==> src/rtl/wesch_pkg.sv <==
// shared types, codes and constants of the weekly event scheduler
package wesch_pkg;

  localparam int ENTRIES_DEF = 8;
  localparam int ENTRIES_MAX = 64;

  localparam logic [5:0] HALF_MINUTE = 6'd30;

  localparam logic [1:0] OP_CONFIG = 2'd0;
  localparam logic [1:0] OP_ATTACH = 2'd1;
  localparam logic [1:0] OP_TICK   = 2'd2;

  localparam logic [1:0] ST_OFF      = 2'd0;
  localparam logic [1:0] ST_ARMED    = 2'd1;
  localparam logic [1:0] ST_BUSY     = 2'd2;
  localparam logic [1:0] ST_INACTIVE = 2'd3;

  localparam logic [1:0] ACT_NONE  = 2'd0;
  localparam logic [1:0] ACT_START = 2'd1;
  localparam logic [1:0] ACT_END   = 2'd2;

  typedef struct packed {
    logic [1:0] status;
    logic       start_en;
    logic [4:0] start_hour;
    logic [5:0] start_min;
    logic       end_en;
    logic [4:0] end_hour;
    logic [5:0] end_min;
    logic [7:0] mask;
    logic       has_start;
    logic       has_end;
  } entry_t;

  localparam entry_t ENTRY_RST = '{
    status:     ST_OFF,
    start_en:   1'b1,
    start_hour: 5'd0,
    start_min:  6'd0,
    end_en:     1'b1,
    end_hour:   5'd0,
    end_min:    6'd0,
    mask:       8'd0,
    has_start:  1'b0,
    has_end:    1'b0
  };

  typedef struct packed {
    logic [4:0] hour;
    logic [5:0] minute;
    logic [2:0] weekday;
    logic [5:0] second;
  } tick_t;

  typedef struct packed {
    logic [1:0] status;
    logic [1:0] act;
  } eval_res_t;

  typedef struct packed {
    logic [1:0] opcode;
    logic [7:0] entry_index;
    logic [1:0] status_value;
    logic       start_on;
    logic [4:0] hour_a;
    logic [5:0] minute_a;
    logic       end_on;
    logic [4:0] hour_b;
    logic [5:0] minute_b;
    logic [2:0] bit_index;
    logic       bit_value;
    logic [5:0] second_now;
  } in_item_t;

endpackage

==> src/rtl/wesch_in_if.sv <==
// request channel of the weekly event scheduler
interface wesch_in_if;
  logic       valid;
  logic       ready;
  logic [1:0] opcode;
  logic [7:0] entry_index;
  logic [1:0] status_value;
  logic       start_on;
  logic [4:0] hour_a;
  logic [5:0] minute_a;
  logic       end_on;
  logic [4:0] hour_b;
  logic [5:0] minute_b;
  logic [2:0] bit_index;
  logic       bit_value;
  logic [5:0] second_now;

  modport source (
    output valid, opcode, entry_index, status_value, start_on, hour_a, minute_a,
           end_on, hour_b, minute_b, bit_index, bit_value, second_now,
    input  ready
  );
  modport sink (
    input  valid, opcode, entry_index, status_value, start_on, hour_a, minute_a,
           end_on, hour_b, minute_b, bit_index, bit_value, second_now,
    output ready
  );
endinterface

==> src/rtl/wesch_out_if.sv <==
// result channel of the weekly event scheduler
interface wesch_out_if;
  logic       valid;
  logic       ready;
  logic [5:0] entry_out;
  logic [1:0] action_fired;
  logic [1:0] status_out;
  logic       last;

  modport source (
    output valid, entry_out, action_fired, status_out, last,
    input  ready
  );
  modport sink (
    input  valid, entry_out, action_fired, status_out, last,
    output ready
  );
endinterface

==> src/rtl/wesch_eval.sv <==
// per-entry tick evaluation, shared by all entries of a tick
module wesch_eval import wesch_pkg::*; (
  input  entry_t    cur,
  input  tick_t     tick,
  output eval_res_t res
);

  logic       at_start;
  logic       at_end;
  logic       day_ok;
  logic [1:0] after_end;

  assign at_start  = (cur.start_hour == tick.hour) && (cur.start_min == tick.minute);
  assign at_end    = (cur.end_hour == tick.hour) && (cur.end_min == tick.minute);
  assign day_ok    = cur.mask[tick.weekday] || (cur.mask == 8'd0);
  assign after_end = (cur.mask != 8'd0) ? ST_ARMED : ST_OFF;

  always_comb begin
    res.status = cur.status;
    res.act    = ACT_NONE;
    if (cur.status == ST_ARMED && day_ok && at_start && tick.second < HALF_MINUTE) begin
      if (cur.start_en && cur.has_start) begin
        res.act = ACT_START;
      end
      res.status = ST_BUSY;
    end
    // end check sees the status left by the start check
    if (res.status == ST_BUSY) begin
      if (cur.has_end) begin
        if (at_end && tick.second > HALF_MINUTE) begin
          if (cur.end_en) begin
            res.act = ACT_END;
          end
          res.status = after_end;
        end
      end else if (at_start && tick.second > HALF_MINUTE) begin
        res.status = after_end;
      end
    end
  end

endmodule

==> src/rtl/weekly_event_scheduler_core.sv <==
// Weekly event scheduler: a table of ENTRIES events in a one-port-write,
// one-port-read memory, updated by configure and attach requests and walked
// by time ticks. Configure, attach and unused opcodes give no result. A tick
// reads entry 0 in its accept cycle, then evaluates one entry per cycle
// through a single shared evaluation unit while the next entry is read;
// the walk pauses while the output register holds an untaken result. One
// result per entry, in index order, with last set on the final one. Entries
// never written read as their reset values through per-entry valid bits, so
// no clearing pass follows reset.
module weekly_event_scheduler_core import wesch_pkg::*; #(
  parameter int ENTRIES = ENTRIES_DEF
) (
  input  logic        clk,
  input  logic        rst_n,
  wesch_in_if.sink    in_ch,
  wesch_out_if.source out_ch
);

  localparam int IDX_W = (ENTRIES > 1) ? $clog2(ENTRIES) : 1;
  localparam logic [IDX_W-1:0] LAST_IDX = IDX_W'(ENTRIES - 1);

  localparam logic [1:0] S_IDLE = 2'd0;
  localparam logic [1:0] S_UPD  = 2'd1;
  localparam logic [1:0] S_TICK = 2'd2;

  logic [1:0]         state_r, state_nxt;
  in_item_t           item_r, item_nxt;
  logic [IDX_W-1:0]   k_r, k_nxt;
  logic [ENTRIES-1:0] vld_r;
  entry_t             rd_data_r;
  logic               rd_vld_r;
  entry_t             mem [ENTRIES];

  logic       out_valid_r, out_valid_nxt;
  logic [5:0] entry_out_r, entry_out_nxt;
  logic [1:0] act_r, act_nxt;
  logic [1:0] status_out_r, status_out_nxt;
  logic       last_r, last_nxt;

  logic             in_acc;
  logic             out_free;
  logic             adv;
  logic             is_last;
  logic             addr_ok;
  logic             rd_en;
  logic [IDX_W-1:0] rd_addr;
  logic             we;
  logic [IDX_W-1:0] wr_addr;
  entry_t           wr_data;
  entry_t           cur;
  tick_t            tick;
  eval_res_t        res;

  assign in_ch.ready = (state_r == S_IDLE);
  assign in_acc      = in_ch.valid && in_ch.ready;
  assign out_free    = !out_valid_r || out_ch.ready;
  assign adv         = (state_r == S_TICK) && out_free;
  assign is_last     = (k_r == LAST_IDX);
  assign addr_ok     = ({1'b0, item_r.entry_index} < 9'(ENTRIES));
  assign cur         = rd_vld_r ? rd_data_r : ENTRY_RST;

  assign tick.hour    = item_r.hour_a;
  assign tick.minute  = item_r.minute_a;
  assign tick.weekday = item_r.bit_index;
  assign tick.second  = item_r.second_now;

  wesch_eval u_eval (
    .cur  (cur),
    .tick (tick),
    .res  (res)
  );

  always_comb begin
    state_nxt = state_r;
    item_nxt  = item_r;
    k_nxt     = k_r;
    rd_en     = 1'b0;
    rd_addr   = k_r;
    we        = 1'b0;
    wr_addr   = item_r.entry_index[IDX_W-1:0];
    wr_data   = cur;
    case (state_r)
      S_IDLE: begin
        if (in_acc) begin
          item_nxt.opcode       = in_ch.opcode;
          item_nxt.entry_index  = in_ch.entry_index;
          item_nxt.status_value = in_ch.status_value;
          item_nxt.start_on     = in_ch.start_on;
          item_nxt.hour_a       = in_ch.hour_a;
          item_nxt.minute_a     = in_ch.minute_a;
          item_nxt.end_on       = in_ch.end_on;
          item_nxt.hour_b       = in_ch.hour_b;
          item_nxt.minute_b     = in_ch.minute_b;
          item_nxt.bit_index    = in_ch.bit_index;
          item_nxt.bit_value    = in_ch.bit_value;
          item_nxt.second_now   = in_ch.second_now;
          rd_en = 1'b1;
          k_nxt = '0;
          if (in_ch.opcode == OP_TICK) begin
            rd_addr   = '0;
            state_nxt = S_TICK;
          end else begin
            rd_addr   = in_ch.entry_index[IDX_W-1:0];
            state_nxt = S_UPD;
          end
        end
      end
      S_UPD: begin
        state_nxt = S_IDLE;
        if (addr_ok && item_r.opcode == OP_CONFIG) begin
          we                 = 1'b1;
          wr_data.status     = item_r.status_value;
          wr_data.start_en   = item_r.start_on;
          wr_data.start_hour = item_r.hour_a;
          wr_data.start_min  = item_r.minute_a;
          wr_data.end_en     = item_r.end_on;
          wr_data.end_hour   = item_r.hour_b;
          wr_data.end_min    = item_r.minute_b;
          if (item_r.bit_value) begin
            wr_data.mask = cur.mask | (8'd1 << item_r.bit_index);
          end else begin
            wr_data.mask = cur.mask & ~(8'd1 << item_r.bit_index);
          end
        end else if (addr_ok && item_r.opcode == OP_ATTACH) begin
          we                = 1'b1;
          wr_data.has_start = item_r.start_on;
          wr_data.has_end   = item_r.end_on;
        end
      end
      S_TICK: begin
        if (adv) begin
          // write back entry k and, unless it is the last, read entry k + 1
          we             = 1'b1;
          wr_addr        = k_r;
          wr_data.status = res.status;
          if (is_last) begin
            state_nxt = S_IDLE;
          end else begin
            rd_en   = 1'b1;
            rd_addr = k_r + 1'b1;
            k_nxt   = k_r + 1'b1;
          end
        end
      end
      default: begin
        state_nxt = S_IDLE;
      end
    endcase
  end

  always_comb begin
    out_valid_nxt  = out_valid_r;
    entry_out_nxt  = entry_out_r;
    act_nxt        = act_r;
    status_out_nxt = status_out_r;
    last_nxt       = last_r;
    if (adv) begin
      out_valid_nxt  = 1'b1;
      entry_out_nxt  = 6'(k_r);
      act_nxt        = res.act;
      status_out_nxt = res.status;
      last_nxt       = is_last;
    end else if (out_ch.ready) begin
      out_valid_nxt = 1'b0;
    end
  end

  always_ff @(posedge clk) begin
    if (!rst_n) begin
      state_r     <= S_IDLE;
      k_r         <= '0;
      vld_r       <= '0;
      rd_vld_r    <= 1'b0;
      out_valid_r <= 1'b0;
    end else begin
      state_r     <= state_nxt;
      k_r         <= k_nxt;
      out_valid_r <= out_valid_nxt;
      if (we) begin
        vld_r[wr_addr] <= 1'b1;
      end
      if (rd_en) begin
        rd_vld_r <= vld_r[rd_addr];
      end
    end
  end

  always_ff @(posedge clk) begin
    item_r       <= item_nxt;
    entry_out_r  <= entry_out_nxt;
    act_r        <= act_nxt;
    status_out_r <= status_out_nxt;
    last_r       <= last_nxt;
  end

  // entry table
  always_ff @(posedge clk) begin
    if (we) begin
      mem[wr_addr] <= wr_data;
    end
    if (rd_en) begin
      rd_data_r <= mem[rd_addr];
    end
  end

  assign out_ch.valid        = out_valid_r;
  assign out_ch.entry_out    = entry_out_r;
  assign out_ch.action_fired = act_r;
  assign out_ch.status_out   = status_out_r;
  assign out_ch.last         = last_r;

`ifndef SYNTHESIS
  a_busy_after_accept: assert property (
    @(posedge clk) disable iff (!rst_n)
    in_acc |=> !in_ch.ready
  ) else $error("request taken while previous one still in work");

  a_last_ends_tick: assert property (
    @(posedge clk) disable iff (!rst_n)
    (adv && is_last) |=> (state_r == S_IDLE) && out_ch.valid && out_ch.last
  ) else $error("tick did not finish on its final entry");

  a_inactive_kept: assert property (
    @(posedge clk) disable iff (!rst_n)
    (adv && cur.status == ST_INACTIVE) |-> (res.status == ST_INACTIVE && res.act == ACT_NONE)
  ) else $error("inactive entry changed during a tick");

  a_index_range: assert property (
    @(posedge clk) disable iff (!rst_n)
    (state_r == S_TICK) |-> ({1'b0, k_r} <= (IDX_W + 1)'(ENTRIES - 1))
  ) else $error("tick walk index beyond the table");
`endif

endmodule

==> src/flat_wrapper.sv <==
// flat-port wrapper written by rule: the top's interface ports become plain ports
module weekly_event_scheduler_core_flat import wesch_pkg::*;
#(
  parameter int ENTRIES = ENTRIES_DEF
)
  (clk, rst_n, in_ch_valid, in_ch_opcode, in_ch_entry_index, in_ch_status_value, in_ch_start_on, in_ch_hour_a, in_ch_minute_a, in_ch_end_on, in_ch_hour_b, in_ch_minute_b, in_ch_bit_index, in_ch_bit_value, in_ch_second_now, in_ch_ready, out_ch_valid, out_ch_entry_out, out_ch_action_fired, out_ch_status_out, out_ch_last, out_ch_ready);
  wesch_in_if in_ch_i ();
  wesch_out_if out_ch_i ();
  input  logic clk;
  input  logic rst_n;
  input wire logic [$bits(in_ch_i.valid)-1:0] in_ch_valid;
  input wire logic [$bits(in_ch_i.opcode)-1:0] in_ch_opcode;
  input wire logic [$bits(in_ch_i.entry_index)-1:0] in_ch_entry_index;
  input wire logic [$bits(in_ch_i.status_value)-1:0] in_ch_status_value;
  input wire logic [$bits(in_ch_i.start_on)-1:0] in_ch_start_on;
  input wire logic [$bits(in_ch_i.hour_a)-1:0] in_ch_hour_a;
  input wire logic [$bits(in_ch_i.minute_a)-1:0] in_ch_minute_a;
  input wire logic [$bits(in_ch_i.end_on)-1:0] in_ch_end_on;
  input wire logic [$bits(in_ch_i.hour_b)-1:0] in_ch_hour_b;
  input wire logic [$bits(in_ch_i.minute_b)-1:0] in_ch_minute_b;
  input wire logic [$bits(in_ch_i.bit_index)-1:0] in_ch_bit_index;
  input wire logic [$bits(in_ch_i.bit_value)-1:0] in_ch_bit_value;
  input wire logic [$bits(in_ch_i.second_now)-1:0] in_ch_second_now;
  output wire logic [$bits(in_ch_i.ready)-1:0] in_ch_ready;
  output wire logic [$bits(out_ch_i.valid)-1:0] out_ch_valid;
  output wire logic [$bits(out_ch_i.entry_out)-1:0] out_ch_entry_out;
  output wire logic [$bits(out_ch_i.action_fired)-1:0] out_ch_action_fired;
  output wire logic [$bits(out_ch_i.status_out)-1:0] out_ch_status_out;
  output wire logic [$bits(out_ch_i.last)-1:0] out_ch_last;
  input wire logic [$bits(out_ch_i.ready)-1:0] out_ch_ready;
  assign in_ch_i.valid = in_ch_valid;
  assign in_ch_i.opcode = in_ch_opcode;
  assign in_ch_i.entry_index = in_ch_entry_index;
  assign in_ch_i.status_value = in_ch_status_value;
  assign in_ch_i.start_on = in_ch_start_on;
  assign in_ch_i.hour_a = in_ch_hour_a;
  assign in_ch_i.minute_a = in_ch_minute_a;
  assign in_ch_i.end_on = in_ch_end_on;
  assign in_ch_i.hour_b = in_ch_hour_b;
  assign in_ch_i.minute_b = in_ch_minute_b;
  assign in_ch_i.bit_index = in_ch_bit_index;
  assign in_ch_i.bit_value = in_ch_bit_value;
  assign in_ch_i.second_now = in_ch_second_now;
  assign in_ch_ready = in_ch_i.ready;
  assign out_ch_valid = out_ch_i.valid;
  assign out_ch_entry_out = out_ch_i.entry_out;
  assign out_ch_action_fired = out_ch_i.action_fired;
  assign out_ch_status_out = out_ch_i.status_out;
  assign out_ch_last = out_ch_i.last;
  assign out_ch_i.ready = out_ch_ready;
  weekly_event_scheduler_core #(.ENTRIES(ENTRIES)) u_core (.clk(clk), .rst_n(rst_n), .in_ch(in_ch_i), .out_ch(out_ch_i));
endmodule
==> config.mk <==
export PLATFORM = sky130hd
export DESIGN_NAME = weekly_event_scheduler_core_flat
export DESIGN_NICKNAME = d
export VERILOG_FILES = /design/src/rtl/wesch_pkg.sv /design/src/rtl/wesch_in_if.sv /design/src/rtl/wesch_out_if.sv /design/src/rtl/wesch_eval.sv /design/src/rtl/weekly_event_scheduler_core.sv /design/src/flat_wrapper.sv
export SDC_FILE = /design/constraint.sdc
export NUM_CORES = 1
export LEC_CHECK = 0
export BUFFER_PORTS_ARGS = -buffer_cell sky130_fd_sc_hd__buf_2
export CAP_MARGIN = 20
export CELL_PAD_IN_SITES_DETAIL_PLACEMENT = 0
export CELL_PAD_IN_SITES_GLOBAL_PLACEMENT = 2
export CORE_MARGIN = 1.5
export CORE_UTILIZATION = 40
export DETAILED_ROUTE_END_ITERATION = 7
export PLACE_DENSITY = 0.76
export SETUP_SLACK_MARGIN = 0.05
export SYNTH_ARGS = -nofsm -noshare
export SYNTH_HDL_FRONTEND = slang
export SYNTH_SLANG_ARGS = --single-unit
export TNS_END_PERCENT = 5
==> constraint.sdc <==
create_clock -name clk -period 3.52 [get_ports clk]
set_input_delay 0.528 -clock clk [delete_from_list [all_inputs] [get_ports clk]]
set_output_delay 0.528 -clock clk [all_outputs]
set_load 0.01 [all_outputs]
Word level (Yosys, flattened, before mapping). Memories as Yosys holds them, arrays and structs flattened. A register that Yosys moved wholly into a read port is not among the register bits. Index checks and enable logic that the tools add are counted.

Bits in registers: 69. Latch bits: 0. Bits in writable memories: 288. Memory bits (read-only): 0. Output and inout port bits: 13. Word-level logic and storage cells: 123. Memories kept: 1.

Memory list: u_core.mem (depth 8, width 36, read ports 1, clocked after Yosys merged registers in 1, wr ports 1, RTL line weekly_event_scheduler_core.sv:32) `entry_t mem [ENTRIES];`.

Add/subtract/negate cells: 1. Multipliers: 0. Divide/modulo/power cells: 0. Magnitude comparators: 7. Eq/ne operators: 14. Shift operators: 1. Mux-type cells: 49. Bitwise gates (word level): 4. Reductions and logical operators: 25.

Operators with widths (number): $mux W34 (2); $mux W36 (1); $mux W2 (11); $mux W3 (7); $or A8 B8 Y8 (2); $mux W1 (15); $logic_and A1 B1 Y1 (13); $eq A6 B6 Y1 (2); $lt A3 B4 Y1 const B (3); $mux W4 (3); $pmux W3 S2 (2); $eq A5 B5 Y1 (2); $and A8 B8 Y8 (1); $logic_not A8 Y1 (1); $lt A8 B4 Y1 const B (1); $mux W8 (1); $not A8 Y8 (1); $pmux W2 S2 (2); $reduce_bool A8 Y1 (1); $shl A1 B3 Y8 const A (1); $bmux W1 S3 (2); $eq A2 B1 Y1 const B (3); $eq A2 B2 Y1 const B (3); $gt A6 B5 Y1 const B (1); other kinds (14) (20).

Logic depth before layout (Yosys ltp). Gate-level depths: netlist (run 1).

Word-level depth: 14. Gate-level depth with buffers: 12.

Modules after synthesis. A second synthesis (run 1) with hierarchy kept.

Cell total of the unflattened synthesis: 928. Area, all modules: 16313.1 um^2.

By module, submodules not included: weekly_event_scheduler_core (instances 1, cells an instance 874, area an instance 15861.5 um^2, seq. area each 11651.2 um^2); wesch_eval (instances 1, cells an instance 54, area an instance 451.7 um^2, seq. area each 0.0 um^2).

Worst setup path before layout (run 1). No wires, ideal clock.

Path type: in2reg. From: in out_ch_ready. To: mem u_core.mem[0][0] in the netlist's numbering, enable pin. Library setup time: 431 ps. Data arrival time: 3154 ps. Required time: 3089 ps. Setup slack: -64 ps. Stages: 7. Cells stage by stage: nand2b_1 -> buf_2 -> nand2_1 -> inv_1 -> nor3_1 -> o21ai_0 -> nor2_1.

Longest elaborated chain between the ends: 6.

RTL lines: start, declared (RTL line flat_wrapper.sv:30) `input wire logic [$bits(out_ch_i.ready)-1:0] out_ch_ready;`; $logic_or A1 B1 Y1 * (RTL line weekly_event_scheduler_core.sv:56) `assign out_free = !out_valid_r || out_ch.ready;`; $logic_and A1 B1 Y1 * (RTL line weekly_event_scheduler_core.sv:57) `assign adv = (state_r == S_TICK) && out_free;`; net u_core.adv (RTL line weekly_event_scheduler_core.sv:42) `logic adv;`; $mux W1 (RTL line weekly_event_scheduler_core.sv:131) `if (adv) begin`; $pmux W1 S2 (RTL line weekly_event_scheduler_core.sv:82) `case (state_r)`; $mux W1 (RTL line weekly_event_scheduler_core.sv:198) `if (we) begin`; $mux W1 (not written as such) (RTL line weekly_event_scheduler_core.sv:199) `mem[wr_addr] <= wr_data;`; end, declared (RTL line weekly_event_scheduler_core.sv:32).

The timed path passes the listed nets; every way through them passes the cells marked *.

Final worst setup path (run 1).
From: reg u_core.state_r[0]. To: reg u_core.rd_data_r[20] (netlist name).

Longest elaborated chain between the ends: 4.

RTL lines: start, declared (RTL line weekly_event_scheduler_core.sv:26) `logic [1:0] state_r, state_nxt;`; start signal, assigned (RTL line weekly_event_scheduler_core.sv:176) `state_r <= state_nxt;`; $eq A2 B2 Y1 / $logic_not A2 Y1 (equally long branches) (RTL line weekly_event_scheduler_core.sv:57, weekly_event_scheduler_core.sv:82, weekly_event_scheduler_core.sv:54); $logic_and A1 B1 Y1 (on tied branches) (RTL line weekly_event_scheduler_core.sv:57, weekly_event_scheduler_core.sv:55); $mux W3 (tied with other cells) (RTL line weekly_event_scheduler_core.sv:131); $pmux W3 S2 / $pmux W1 S2 (equally long branches) (RTL line weekly_event_scheduler_core.sv:82).

Several ways; a longest one is shown, not always the timed one. A chain may end at the register's enable or synchronous reset.

==> results.py, run 1 <==
metrics = {
    "detailed_routing": {
        "drtAntennaViolNets": 0,
        "drc": 0,
        "drt_iter0_drc": 762,
        "vias": 10130,
        "dr.pass1.iters": 5,
        "drt-wirelength-per-cell_um": 21.85,
        "via_per_inst": 5.463,
        "wirelength_mm": 40.53,
    },
    "yosys": {
        "synth_top_family_by_area": "simple AND/OR/NAND/NOR gates",
        "synth_ff_type": "edfxtp_1",
        "synthCells": 1232,
        "yosysSeqAreaShare_pct": 71.79,
        "synth-seq-cells": 393,
        "synthAdderAreaFrac_pct": 0.3084,
        "synthArstFlopShare_pct": 0,
        "synth-xor-area-share_pct": 0.6938,
        "ys_types": 66,
        "synthMuxAreaShare_pct": 0.4934,
        "yosys.area.top_type": "edfxtp_1",
        "avgSynthCellArea_um2": 13.17,
        "synthesis.area_um2": 16230,
        "yosys-top-cells-area": "edfxtp_1, nand2_1, nand3_1",
        "synth_warnings": 0,
        "synth-compound-area-share_pct": 9.991,
        "synth_top_cell_area_share_pct": 69.94,
        "synth-simple-area-share_pct": 13.91,
        "synth_edf_count": 378,
    },
    "power_and_ir_drop": {
        "peakVddDrop_mv": 0.3107,
        "clockPowerShare_pct": 41.5,
        "swShare_pct": 22.51,
        "seq_power_share_pct": 51.1,
        "p_int_mw": 8.163,
        "comb_power_share_pct": 7.4,
        "leakagePower_nw": 6.389,
        "power.total_mw": 10.53,
        "power.density_nw_per_um2": 559.7,
        "p_switching_mw": 2.371,
    },
    "grt": {
        "grt_pass1_wl_mm": 60.52,
        "antenna_found_initial": 0,
        "grt-ovfl-total": 0,
        "grt_max_degree": 95,
        "first_global_vias": 9727,
        "grt_usage_pct": 19.68,
    },
    "die": {
        "io_pins": 63,
        "core_um2": 39910,
        "initial_core_util_pct": 40.66,
        "die_height_um": 204.4,
        "dieArea_um2": 41790,
        "fp-row-count": 73,
        "die_w_um": 204.4,
    },
    "timing": {
        "finalHoldViolations": 0,
        "maxSlewHeadroom_pct": 32.89,
        "maxSlewViolCount": 0,
        "grt_setup_unrepaired": "no",
        "fmax_ghz": 0.3407,
        "setup_violations": 0,
        "fin_worst_skew_ps": 14.10,
        "layout_setup_ws_ps": 585.2,
        "period_needed_ps": 2935,
        "max_slew.worst_pin.slew_ps": 996.2,
        "period_share_pct": 83.38,
        "holdWs_ps": 142.4,
    },
    "clocking": {
        "clock-sinks": 393,
        "numCtsBuffers": 43,
        "ctsHtreeMaxLevel": 2,
        "root_buffer": "clkbuf_16",
        "cts_resized": 0,
        "clkTransAtPathRegs_ps": 60,
        "post_cts_buffers": 0,
        "clk_latency_ps": 560,
        "hold_buffers": 0,
        "clockBufferDepth": 3,
        "cts_tree": "done",
    },
    "place": {
        "place_ws_ps": 601.8,
        "dp_hpwl_mm": 23.45,
        "portBuffers": 59,
        "gp_congestion": 0.7635,
    },
    "final_layout": {
        "layout-drive-gt1-share_pct": 14.07,
        "fillCellCount": 3458,
        "final_nets": 1352,
        "multi_input_area_um2": 4260,
        "area_growth_pct": 15.95,
        "regArea_um2": 11650,
    },
    "worst_setup_path": {
        "criticalPathCategory": "flip-flop to flip-flop",
        "worstPathMaxFanout": 33,
        "path_cells": "inv_1 > ha_1 > inv_2 > nor3_2 > o21ai_1 > a221oi_4 > buf_12 > a211oi_1 > a311oi_1 > a31o_1",
        "cpMaxStageDelayCell": "a221oi_4",
        "end_kind": "flip-flop",
        "cp_data_required_time_ps": 3940,
        "cp_slowest_stage_delay_ps": 610,
        "cp-start-kind": "flip-flop",
        "cp.arrival_ps": 3350,
    },
    "min_path": {
        "worst_hold_path_type": "input pin to flip-flop",
    },
    "job": {
        "max_cap_viol_count": 0,
    },
    "outcome": {
        "status": "completed",
    },
}
[area by class of cell]
class                           count  share of cell area [%]
Antenna cell                        1                 0.01330
Clock buffer                       55                   5.957
Clock inverter                     21                   1.217
Inverter                           15                  0.2992
Multi-Input combinational cell    745                   22.64
Sequential cell                   393                   61.92
Tap cell                          525                   3.490
Timing Repair Buffer              100                   4.468
[metrics by stage]
step / std cells / setup TNS, ps / utilization [%] / cell area [um^2]
after floorplan: 1234 / -8293 / - / 16240
after detailed placement: 1778 / 0 / 43.76 / 17470
after global routing: 1854 / 0 / 47.14 / 18820
final: 1855 / 0 / 47.15 / 18820
after global placement: 1778 / 0 / 43.76 / 17470
after CTS: 1854 / 0 / 47.14 / 18820
[power groups by stage]
stage	clock network, mW	registers (mW)	logic (mW)
detailed placement	0	5.48	0.788
global placement	0	5.48	0.780
finish	4.37	5.38	0.781
floorplan	0	5.43	0.520
CTS	4.48	5.38	0.791
global route	4.64	5.39	0.864
[logic make-up after synthesis]
family,after synthesis
and+or+nand+nor,499
adders and majority gates,4
muxes,8
DFF,393
buffers and inverters,96
xor gates and xnor gates,12
other,1
AOI/OAI and AO/OA,219
[routing by layer]
layer / global-route usage, % / part of all wire [%] / vias up
met5: 0 / 0 / -
met1: 27.12 / 46 / 5059
met2: 31.57 / 47 / 252
met4: 6.276 / 2.5 / 0
li1: - / - / 4764
met3: 3.603 / 4.8 / 58
[cell usage after synthesis, drive strengths merged, types with 10 or more instances]
cell type / number
o21a: 10
a211oi: 37
inv: 15
nand3: 86
and3: 39
edfxtp: 378
nor2: 25
a311oi: 36
nand2: 299
a31o: 39
o21ai: 45
dfxtp: 15
clkbuf: 37
buf: 43
a21oi: 10
[flip-flops by register name (all words and copies together) (netlist names), 2 cells and up]
| signal | flops |
|---|---|
| u_core.vld_r | 8 |
| u_core.item_r | 46 |
| u_core.state_r | 2 |
| u_core.mem | 288 |
| u_core.out_ch.status_out | 2 |
| u_core.out_ch.action_fired | 2 |
| u_core.out_ch.entry_out | 3 |
| u_core.k_r | 3 |
| u_core.rd_data_r | 36 |
[critical path: cells and delay by family, from the launching register on]
| family | cells | cell delay [ps] |
|---|---|---|
| buffers and inverters | 3 | 470 |
| DFF | 1 | 330 |
| and+or+nand+nor | 1 | 300 |
| AOI/OAI and AO/OA | 5 | 1290 |
| adders and majority gates | 1 | 380 |
[worst paths after layout]
kind	slack (ps)	end	cells after the start	from
setup / recovery	590	u_core.rd_data_r[20]$_DFFE_PP_	10	u_core.state_r[0]$_SDFFE_PN0P_
hold / removal	140	u_core.item_r[28]$_DFFE_PP_	1	in_ch_hour_a[0]
setup reg to reg	590	u_core.rd_data_r[20]$_DFFE_PP_	10	u_core.state_r[0]$_SDFFE_PN0P_
hold reg to reg	460	u_core.vld_r[1]$_SDFFE_PN0P_	1	u_core.vld_r[1]$_SDFFE_PN0P_
[layout by cell type, fill, tap and decap left out, drive strengths merged, types with 15 or more instances in the layout]
cell    netlist  final
buf          43    100
nand3        86     86
nor2         25     25
clkinv        0     15
inv          15     16
o21ai        45     45
clkbuf       37     55
a311oi       36     36
edfxtp      378    378
and3         39     39
nand2       299    299
a211oi       37     37
dfxtp        15     15
a31o         39     39
Power figures use the tool's default switching activity.
==> inputs of run 2 (changes only) <==
==> constraint.sdc (replaced) <==
create_clock -name clk -period 2.58 [get_ports clk]
set_input_delay 0.387 -clock clk [delete_from_list [all_inputs] [get_ports clk]]
set_output_delay 0.387 -clock clk [all_outputs]
set_load 0.01 [all_outputs]
==> run 2 against run 1 <==
  * Worst setup slack got worse by 540 ps
  * Design area is 6.6% higher
  * Die area did not move
  * Final cell count up 6.1%
  * Clock skew is 1.3 ps higher
  * Largest power group unchanged
  * Register-to-register slack got worse by 540 ps
  * Via count grew 4.8%
  * Combinational power increased by 70%
  * Power rose by 38%
  * Wire length increased by 6.5%
==> results.py, run 2 (synthesis gave the netlist of run 1 again) <==
metrics = {
    "outcome": {
        "status": "completed",
    },
    "grt": {
        "grt_pass1_wl_mm": 63.90,
        "first_global_vias": 10250,
        "grt_max_degree": 49,
        "antenna_found_initial": 0,
        "grt_usage_pct": 20.70,
        "grt-ovfl-total": 0,
    },
    "clocking": {
        "numCtsBuffers": 43,
        "ctsHtreeMaxLevel": 2,
        "clkTransAtPathRegs_ps": 60,
        "cts_tree": "done",
        "clk_latency_ps": 560,
        "clock-sinks": 393,
        "clockBufferDepth": 3,
        "root_buffer": "clkbuf_16",
    },
    "job": {
        "max_cap_viol_count": 0,
    },
    "power_and_ir_drop": {
        "power.density_nw_per_um2": 722.1,
        "leakagePower_nw": 6.990,
        "peakVddDrop_mv": 0.3959,
    },
    "timing": {
        "finalHoldViolations": 0,
        "max_slew.worst_pin.slew_ps": 949.8,
        "maxSlewHeadroom_pct": 36.01,
        "tns_ps": 0,
        "setup_violations": 0,
        "holdWs_ps": 30.82,
        "maxSlewViolCount": 0,
        "fin_worst_skew_ps": 15.38,
        "fmax_ghz": 0.3946,
        "period_share_pct": 98.23,
        "period_needed_ps": 2534,
        "grt_setup_unrepaired": "yes",
    },
    "die": {
        "core_um2": 39910,
        "initial_core_util_pct": 40.66,
        "fp-row-count": 73,
        "io_pins": 63,
        "die_w_um": 204.4,
        "dieArea_um2": 41790,
        "die_height_um": 204.4,
    },
    "final_layout": {
        "final_common_cell": "edfxtp_1",
        "design_area_um2": 20070,
        "diodes": 0,
        "final_util_pct": 50.27,
        "layout-drive-gt1-share_pct": 20.08,
        "regMostFlops": "u_core.mem",
        "top_regs": "u_core.mem: 288 flops, u_core.item_r: 46 flops, u_core.rd_data_r: 36 flops",
        "final_nets": 1465,
        "largest_reg_flops": 288,
        "stdcell_count": 1969,
        "area_growth_pct": 23.63,
        "final_cell_mix": "edfxtp_1, nand2_1, buf_4",
    },
    "worst_setup_path": {
        "cp-start-kind": "flip-flop",
        "end_kind": "flip-flop",
        "worstPathMaxFanout": 8,
        "cp_data_required_time_ps": 2860,
        "criticalPathCategory": "flip-flop to flip-flop",
        "cp.arrival_ps": 2820,
        "ff2ff_setup_slack_ps": 50,
    },
    "detailed_routing": {
        "drt_iter0_drc": 758,
        "drc": 0,
        "via_per_inst": 5.395,
        "vias": 10620,
        "dr.pass1.iters": 5,
        "drtAntennaViolNets": 0,
        "drt-wirelength-per-cell_um": 21.93,
        "wirelength_mm": 43.18,
    },
    "place": {
        "gp_congestion": 0.8204,
        "portBuffers": 59,
        "dp_cells": 1848,
        "dp_hpwl_mm": 25.57,
        "placed_cell_area_um2": 18110,
    },
    "min_path": {
        "worst_hold_path_type": "input pin to flip-flop",
    },
}
-- run 2: worst paths after layout --
check,start,end,cells after the start
worst max register to register,u_core.item_r[28]$_DFFE_PP_,u_core.mem[7][34]$_DFFE_PP_,7
worst max-delay path,u_core.item_r[28]$_DFFE_PP_,u_core.mem[7][34]$_DFFE_PP_,7
worst min-delay path,in_ch_hour_a[4],u_core.item_r[32]$_DFFE_PP_,1
worst min register to register,u_core.vld_r[3]$_SDFFE_PN0P_,u_core.vld_r[3]$_SDFFE_PN0P_,1
-- run 2: layout make-up --
cell class / count / area (um^2)
repair buffers: 212 / 1933
fillers: 3422 / 19850
inverters: 15 / 60.06
clock inverters: 16 / 127.6
clock buffers: 62 / 1200
multi-input cells: 746 / 4433
well taps: 525 / 656.9
flip-flops and latches: 393 / 11650
-- run 2: power breakdown --
group | internal [mW] | switching, mW | total [mW]
Combinational | 0.537 | 0.790 | 1.33
Sequential | 7.21 | 0.122 | 7.33
Clock | 3.42 | 2.41 | 5.83
Total | 11.2 | 3.32 | 14.5
-- run 2: what timing repair did --
| item | 4_1_cts | 5_1_grt |
|---|---|---|
| setup buffers | 2 | 4 |
| cloned | 1 | 2 |
| setup endpoints to repair | 18 | 54 |
| hold buffers | 34 | 0 |
| pin swaps | 4 | 10 |
| gates resized for setup | 11 | 26 |
| endpoints found under the hold margin | 34 | 0 |
-- run 2: critical path, stage by stage (launching register included) --
cell and delay (ps):
edfxtp_1 440, a222oi_1 420, o2111ai_2 230, nor4_2 300, buf_4 190, nand3_4 90
a311o_1 340, o22a_2 260
-- run 2: through the flow --
stage / total power [mW] / worst slack (ps)
3_5_place_dp: 8.677 / -73.72
3_3_place_gp: 8.664 / 1.111
5_1_grt: 14.97 / -42.13
2_1_floorplan: 8.119 / -231.0
6_report: 14.49 / 45.70
4_1_cts: 14.59 / 25.30
-- run 2: routing by layer --
metal | share of wire [%] | GRT usage [%] | wire (um) | vias up
li1 | - | - | - | 5011
met1 | 46 | 29.22 | 19910 | 5263
met2 | 47 | 33.23 | 20180 | 284
met3 | 4.8 | 2.774 | 2062 | 64
met4 | 2.4 | 6.460 | 1016 | 0
met5 | 0 | 0 | 0 | -
